$ cat config.mk
export PLATFORM = sky130hd
export DESIGN_NAME = rhdp_mterm
export DESIGN_NICKNAME = d
export VERILOG_FILES = /design/src/rhdp_pkg.sv /design/src/rhdp_mterm.sv
export SDC_FILE = /design/constraint.sdc
export NUM_CORES = 2
export LEC_CHECK = 0
export BUFFER_PORTS_ARGS = -buffer_cell sky130_fd_sc_hd__buf_4
export CELL_PAD_IN_SITES_DETAIL_PLACEMENT = 0
export CELL_PAD_IN_SITES_GLOBAL_PLACEMENT = 1
export CORE_MARGIN = 3
export CORE_UTILIZATION = 45
export DETAILED_ROUTE_END_ITERATION = 10
export GPL_ROUTABILITY_DRIVEN = 0
export HOLD_SLACK_MARGIN = 0.05
export PLACE_DENSITY = 0.76
export SYNTH_ARGS = -nofsm -noshare
export SYNTH_HDL_FRONTEND = slang
export SYNTH_SLANG_ARGS = --single-unit
export TNS_END_PERCENT = 20
$ cat constraint.sdc
create_clock -name clk_i -period 18.8 [get_ports clk_i]
set_input_delay 0.94 -clock clk_i [delete_from_list [all_inputs] [get_ports clk_i]]
set_output_delay 0.94 -clock clk_i [all_outputs]
set_load 0.01 [all_outputs]
$ cat src/rhdp_pkg.sv
// shared constants and types of the relative humidity pipeline
package rhdp_pkg;

  // temperature lane
  localparam int TEMP_W      = 16;
  localparam int QUO_W       = 23;
  localparam int NUM_W       = 37;
  localparam int DV_W        = 17;
  localparam int F_W         = 24;
  localparam int DIV_PER_STG = 4;
  localparam int DIV_STG     = (QUO_W + DIV_PER_STG - 1) / DIV_PER_STG;
  localparam int MT_LAT      = DIV_STG + 4;

  localparam logic signed [16:0] FREEZE_OFS = 17'sd3200;
  localparam logic signed [15:0] TEMP_FLOOR = -16'sd20000;
  localparam logic [15:0]        MAGNUS_B   = 16'd24304;
  // 2 * 17.625 * 65536, the doubled numerator scale of the magnus term
  localparam logic [21:0]        MAGNUS_2A  = 22'd2310144;
  // floor(2^21 / 9)
  localparam logic [17:0]        RECIP9     = 18'd233016;
  localparam int                 RECIP9_SH  = 21;

  // exponent datapath
  localparam int D_W     = 25;
  localparam int AD_W    = 20;
  localparam int MAG_W   = 29;
  localparam int SUM_W   = 32;
  localparam int PROD_W  = MAG_W + AD_W;
  localparam int RCP_W   = 31;
  localparam int PM_W    = MAG_W + RCP_W;
  localparam int RCP_SH  = 30;
  localparam int TAY_SH  = 20;
  localparam int N_TERMS = 12;
  localparam int E_W     = 31;
  localparam int SQ_W    = 2 * E_W;
  localparam int N_SQR   = 4;
  localparam int Q       = 28;
  localparam int RF_W    = 45;
  localparam int RH_W    = 16;

  localparam logic signed [D_W-1:0] D_MIN    = -25'sd655360;
  localparam logic signed [D_W-1:0] D_MAX    = 25'sd131072;
  localparam logic [MAG_W-1:0]      Q28_ONE  = 29'd268435456;
  localparam logic [63:0]           Q28_HALF = 64'd134217728;
  localparam logic [13:0]           RH_SCALE = 14'd10000;

  // term divisor k split into odd part and power of two
  localparam int unsigned K_ODD [1:N_TERMS] = '{1, 1, 3, 1, 5, 3, 7, 1, 9, 5, 11, 3};
  localparam int unsigned K_SH  [1:N_TERMS] = '{0, 1, 0, 2, 0, 1, 0, 3, 0, 1, 0, 2};

  typedef struct packed {
    logic                    lo;
    logic                    hi;
    logic                    dneg;
    logic [AD_W-1:0]         ad;
    logic [MAG_W-1:0]        mag;
    logic signed [SUM_W-1:0] sum;
    logic [PROD_W-1:0]       p;
    logic [MAG_W-1:0]        n;
    logic [PM_W-1:0]         pm;
  } tay_t;

  typedef struct packed {
    logic            lo;
    logic            hi;
    logic [E_W-1:0]  e;
    logic [SQ_W-1:0] sq;
  } sqr_t;

endpackage

$ cat src/rhdp_mterm.sv
// one temperature lane: unit conversion, clamp and pipelined magnus divide
module rhdp_mterm import rhdp_pkg::*; (
  input  logic                     clk_i,
  input  logic                     en_i,
  input  logic                     fahr_i,
  input  logic signed [TEMP_W-1:0] th_i,
  output logic signed [F_W-1:0]    f_o
);

  // stage 1: (t - 32) * 5 magnitude and reciprocal multiply by 1/9
  logic signed [TEMP_W-1:0] th_q;
  logic                     fahr_q, fneg_q;
  logic [17:0]              n9_q;
  logic [35:0]              prod9_q;
  logic signed [16:0]       dif;
  logic signed [18:0]       p5;
  logic [17:0]              pmag, n9;

  always_comb begin
    dif  = 17'(th_i) - FREEZE_OFS;
    p5   = 19'(dif) * 19'sd5;
    pmag = p5[18] ? 18'(-p5) : 18'(p5);
    n9   = pmag + 18'd4;
  end

  always_ff @(posedge clk_i) begin
    if (en_i) begin
      th_q    <= th_i;
      fahr_q  <= fahr_i;
      fneg_q  <= p5[18];
      n9_q    <= n9;
      prod9_q <= 36'(n9) * 36'(RECIP9);
    end
  end

  // stage 2: quotient correction, sign and cold clamp
  logic signed [TEMP_W-1:0] tc_q;
  logic [14:0]              q0, q9;
  logic [17:0]              r9;
  logic signed [TEMP_W-1:0] qs, tv;

  always_comb begin
    q0 = prod9_q[RECIP9_SH +: 15];
    r9 = n9_q - 18'(18'(q0) * 18'd9);
    q9 = q0 + 15'(r9 >= 18'd9);
    qs = {1'b0, q9};
    tv = fahr_q ? (fneg_q ? -qs : qs) : th_q;
    if (tv < TEMP_FLOOR) begin
      tv = TEMP_FLOOR;
    end
  end

  always_ff @(posedge clk_i) begin
    if (en_i) begin
      tc_q <= tv;
    end
  end

  // stage 3: rounded numerator and doubled denominator
  logic [DV_W:0]   rem_q [0:DIV_STG];
  logic [QUO_W-1:0] nsh_q [0:DIV_STG];
  logic [QUO_W-1:0] quo_q [0:DIV_STG];
  logic [DV_W-1:0]  dv_q  [0:DIV_STG];
  logic             neg_q [0:DIV_STG];
  logic [14:0]      tmag;
  logic [15:0]      dsum;
  logic [NUM_W-1:0] num;

  always_comb begin
    tmag = tc_q[15] ? 15'(-tc_q) : tc_q[14:0];
    dsum = MAGNUS_B + 16'(tc_q);
    num  = 37'(tmag) * 37'(MAGNUS_2A) + 37'(dsum);
  end

  always_ff @(posedge clk_i) begin
    if (en_i) begin
      rem_q[0] <= {{(DV_W + 1 - (NUM_W - QUO_W)){1'b0}}, num[NUM_W-1:QUO_W]};
      nsh_q[0] <= num[QUO_W-1:0];
      quo_q[0] <= '0;
      dv_q[0]  <= {dsum, 1'b0};
      neg_q[0] <= tc_q[15];
    end
  end

  // restoring divide, a few quotient bits per stage
  for (genvar s = 0; s < DIV_STG; s++) begin : g_div
    logic [DV_W:0]    r, t;
    logic [QUO_W-1:0] ns, qu;

    always_comb begin
      r  = rem_q[s];
      ns = nsh_q[s];
      qu = quo_q[s];
      t  = '0;
      for (int j = 0; j < DIV_PER_STG; j++) begin
        if (s * DIV_PER_STG + j < QUO_W) begin
          t  = {r[DV_W-1:0], ns[QUO_W-1]};
          ns = {ns[QUO_W-2:0], 1'b0};
          if (t >= {1'b0, dv_q[s]}) begin
            r  = t - {1'b0, dv_q[s]};
            qu = {qu[QUO_W-2:0], 1'b1};
          end else begin
            r  = t;
            qu = {qu[QUO_W-2:0], 1'b0};
          end
        end
      end
    end

    always_ff @(posedge clk_i) begin
      if (en_i) begin
        rem_q[s+1] <= r;
        nsh_q[s+1] <= ns;
        quo_q[s+1] <= qu;
        dv_q[s+1]  <= dv_q[s];
        neg_q[s+1] <= neg_q[s];
      end
    end
  end

  // last stage: apply the temperature sign
  logic signed [F_W-1:0] f_q;
  logic signed [F_W-1:0] fq;

  assign fq = {1'b0, quo_q[DIV_STG]};

  always_ff @(posedge clk_i) begin
    if (en_i) begin
      f_q <= neg_q[DIV_STG] ? -fq : fq;
    end
  end

  assign f_o = f_q;

endmodule

==> summary.md <==
| Metric | Value |
|---|---|
| Core area | `0.0954 mm^2` |
| R2R depth | `46` |
| Clk sinks | `387` |
| CP Launch Type | `register` |
| Clock Skew | `25.3 ps` |
| PortBufs | `42` |
| Layout fillers | `9088` |
| Row count | `113` |
| Die Area | `0.101 mm^2` |
| Number of synthesized flops with an enable pin | `387` |
| RSZ-0062 raised after global routing | `false` |
| WS Path Type | `register to register` |
| Routed Antenna Nets | `0` |
| Req. time, crit path | `19130 ps` |
| Layout cells sized above 1 | `0.0645` |
| Clock Root Buffer | `clkbuf_16` |
| Final wirelength | `113000 um` |
| Worst Hold Class | `register to register` |
| Synthesized Nets | `5488` |
| Area delta synth->final | `7.30%` |
| Fmax | `0.0768 GHz` |
| CTS Hold Buffers Added | `0` |
| Routed WL per cell | `18.7 um` |
| Longest Clk Path Bufs | `3` |
| Worst Hold End | `quo_q[6][14]$_DFFE_PP_` |
| Vias in the first global route | `33238` |
| Final-report max-slew violation count | `0` |
| Die W | `317 um` |
| FFs w/ async S/R, synth | `0` |
| Final net count | `5512` |
| CP arrival | `13350 ps` |
| First-pass GRT wire length | `181000 um` |
| CTS tree | `done` |
| CP most frequent cell | `o21ai_0` |
| GRT Util Overall | `0.224` |
| Clk Latency, worst-skew pair | `600 ps` |
| DP HPWL | `91400 um` |
| Status | `finished, final reports clean` |
| # IOs | `43` |
| Mean Syn Cell Area | `9.20 um^2` |
| Measured slew at the worst slew-check pin | `986 ps` |
| Die Ht | `317 um` |
| Hold Fails Final Rpt | `0` |
| Ys flop type | `edfxtp_1` |
| Setup crit end kind | `register` |
| Largest net degree at the start of global routing | `115` |
| Storage cell area | `0.0116 mm^2` |
| Setup_tns | `0 ps` |
| Post-synthesis register bit count | `387` |
| Slowest stage cell, crit path | `o41ai_1` |
| Count of cell types in the netlist | `107` |
| Largest stage delay on the critical path | `670 ps` |
| Delay-heaviest family, CP | `compound AO/OA/AOI/OAI gates` |
| Via density | `5.69` |
| ANT cells | `0` |
| Worst-path clk slew | `60 ps` |
| Postcts setup bufs | `0` |
| Post-route clock period utilization | `0.693` |
| Worst hold stages | `0` |
| Vias | `34478` |
| Hold Startpoint | `quo_q[5][11]$_DFFE_PP_` |
| Worst-path maximum fanout | `25` |
| Max cap viols | `0` |
| Post-synthesis cell count | `4734` |
| Final setup violation count | `0` |
| Reg-to-reg setup timing slack | `5780 ps` |
| Slew HR | `0.326` |
| Drt pass-1 iters | `6` |
| Yosys Warn Count | `0` |
| H-tree levels | `2` |
| PostCTS Resize Cnt | `0` |
| R2R Path End | `rem_q[5][2]$_DFFE_PP_` |
| WP buf/inv | `7` |
| TritonCTS Buffers | `46` |
| Detailed Route Iter0 Violations | `2301` |
| Mapped cell area | `0.0435 mm^2` |
| Grt ovf | `0` |
| DRC viols | `0` |
| Worst R2R Start | `nsh_q[4][17]$_DFFE_PP_` |
| Initial Util | `0.456` |
| Initial antenna violation count | `0` |
| Tmin final | `13020 ps` |
| Multi-input gate area | `0.0296 mm^2` |
| Seq/Total Area, Yosys | `0.267` |
final cells by class:
class | instances | area share
multi-input combinational | 3740 | 0.634
clock inverter | 32 | 0.00648
clock buffer | 51 | 0.0250
timing repair buffer | 58 | 0.00948
sequential | 387 | 0.249
inverter | 525 | 0.0423
tap | 1265 | 0.0339
cells in the final DEF (no fill, tap or decap), types with 62 or more instances in the layout:
master	netlist	routed
edfxtp_1	387	387
mux2i_1	62	62
a21o_1	133	133
xnor2_1	292	292
inv_1	512	512
mux2_2	93	93
xor2_1	142	142
nand2b_1	79	79
ha_1	612	612
nand3_1	90	90
a21oi_1	326	326
nand2_1	300	300
nor2b_1	67	67
fa_1	123	123
nor3_1	91	91
o21ai_0	244	244
nand4_1	69	69
nor2_1	298	298
flip-flops by register name, summed over array words and instances (netlist names), 7 cells and up:
| register | cells |
|---|---|
| rem_q | 99 |
| quo_q | 83 |
| nsh_q | 75 |
| dv_q | 33 |
| f_o | 24 |
| n9_q | 17 |
| tc_q | 16 |
| th_q | 16 |
| prod9_q | 15 |
| neg_q | 7 |
synthesized netlist by cell type (69+ instances only):
cell,n,area share
edfxtp_1,387,0.27
nor3_1,91,0.010
a21o_1,133,0.023
nor2_1,298,0.026
nand2_1,300,0.026
fa_1,123,0.057
o21ai_0,244,0.028
ha_1,612,0.18
nand4_1,69,0.0099
nand3_1,90,0.010
mux2_2,93,0.024
nand2b_1,79,0.011
a21oi_1,326,0.037
inv_1,512,0.044
xnor2_1,292,0.059
xor2_1,142,0.029
cells by family (layout without fill, tap and decap cells):
logic type,after synthesis,count (layout),share of synthesized area
multiplexers,164,164,0.0407
buffers and inverters,607,666,0.0535
flip-flops,387,387,0.267
AND/OR/NAND/NOR,1201,1201,0.136
AO/OA/AOI/OAI,1206,1206,0.183
adder cells (fa/ha/maj),735,735,0.232
XOR/XNOR,434,434,0.0873
worst max path at each step:
stage / from / to / slack (ps) / cells after the start
6_report: nsh_q[4][17]$_DFFE_PP_ / rem_q[5][2]$_DFFE_PP_ / 5780 / 46
5_1_grt: nsh_q[4][17]$_DFFE_PP_ / rem_q[5][2]$_DFFE_PP_ / 4560 / 46
4_1_cts: nsh_q[4][17]$_DFFE_PP_ / rem_q[5][2]$_DFFE_PP_ / 5880 / 46
3_5_place_dp: nsh_q[4][17]$_DFFE_PP_ / rem_q[5][2]$_DFFE_PP_ / 5920 / 46
3_3_place_gp: nsh_q[4][17]$_DFFE_PP_ / rem_q[5][2]$_DFFE_PP_ / 5970 / 46
2_1_floorplan: nsh_q[0][1]$_DFFE_PP_ / rem_q[1][15]$_DFFE_PP_ / 7950 / 49
metrics by stage:
stage,util,instances,worst slack (ps),area (um^2),hold slack (ps)
after detailed placement,0.474,5975,5920,45200,405
after floorplan,-,4734,7950,43500,400
after global routing,0.490,6058,4560,46700,423
after CTS,0.490,6058,5880,46700,419
final,0.490,6058,5780,46700,416
after global placement,0.474,5975,5970,45200,403
layer usage:
layer  track usage  wire length (um)  up-vias
met5             0                 0        -
li1              -                 -    17283
met2         0.376             52600      690
met4        0.0555              2940        0
met1         0.311             53600    16353
met3        0.0186              4010      152
Power is not shown: default switching activity piles up to over one toggle a cycle in this logic, so the estimate is an artifact.
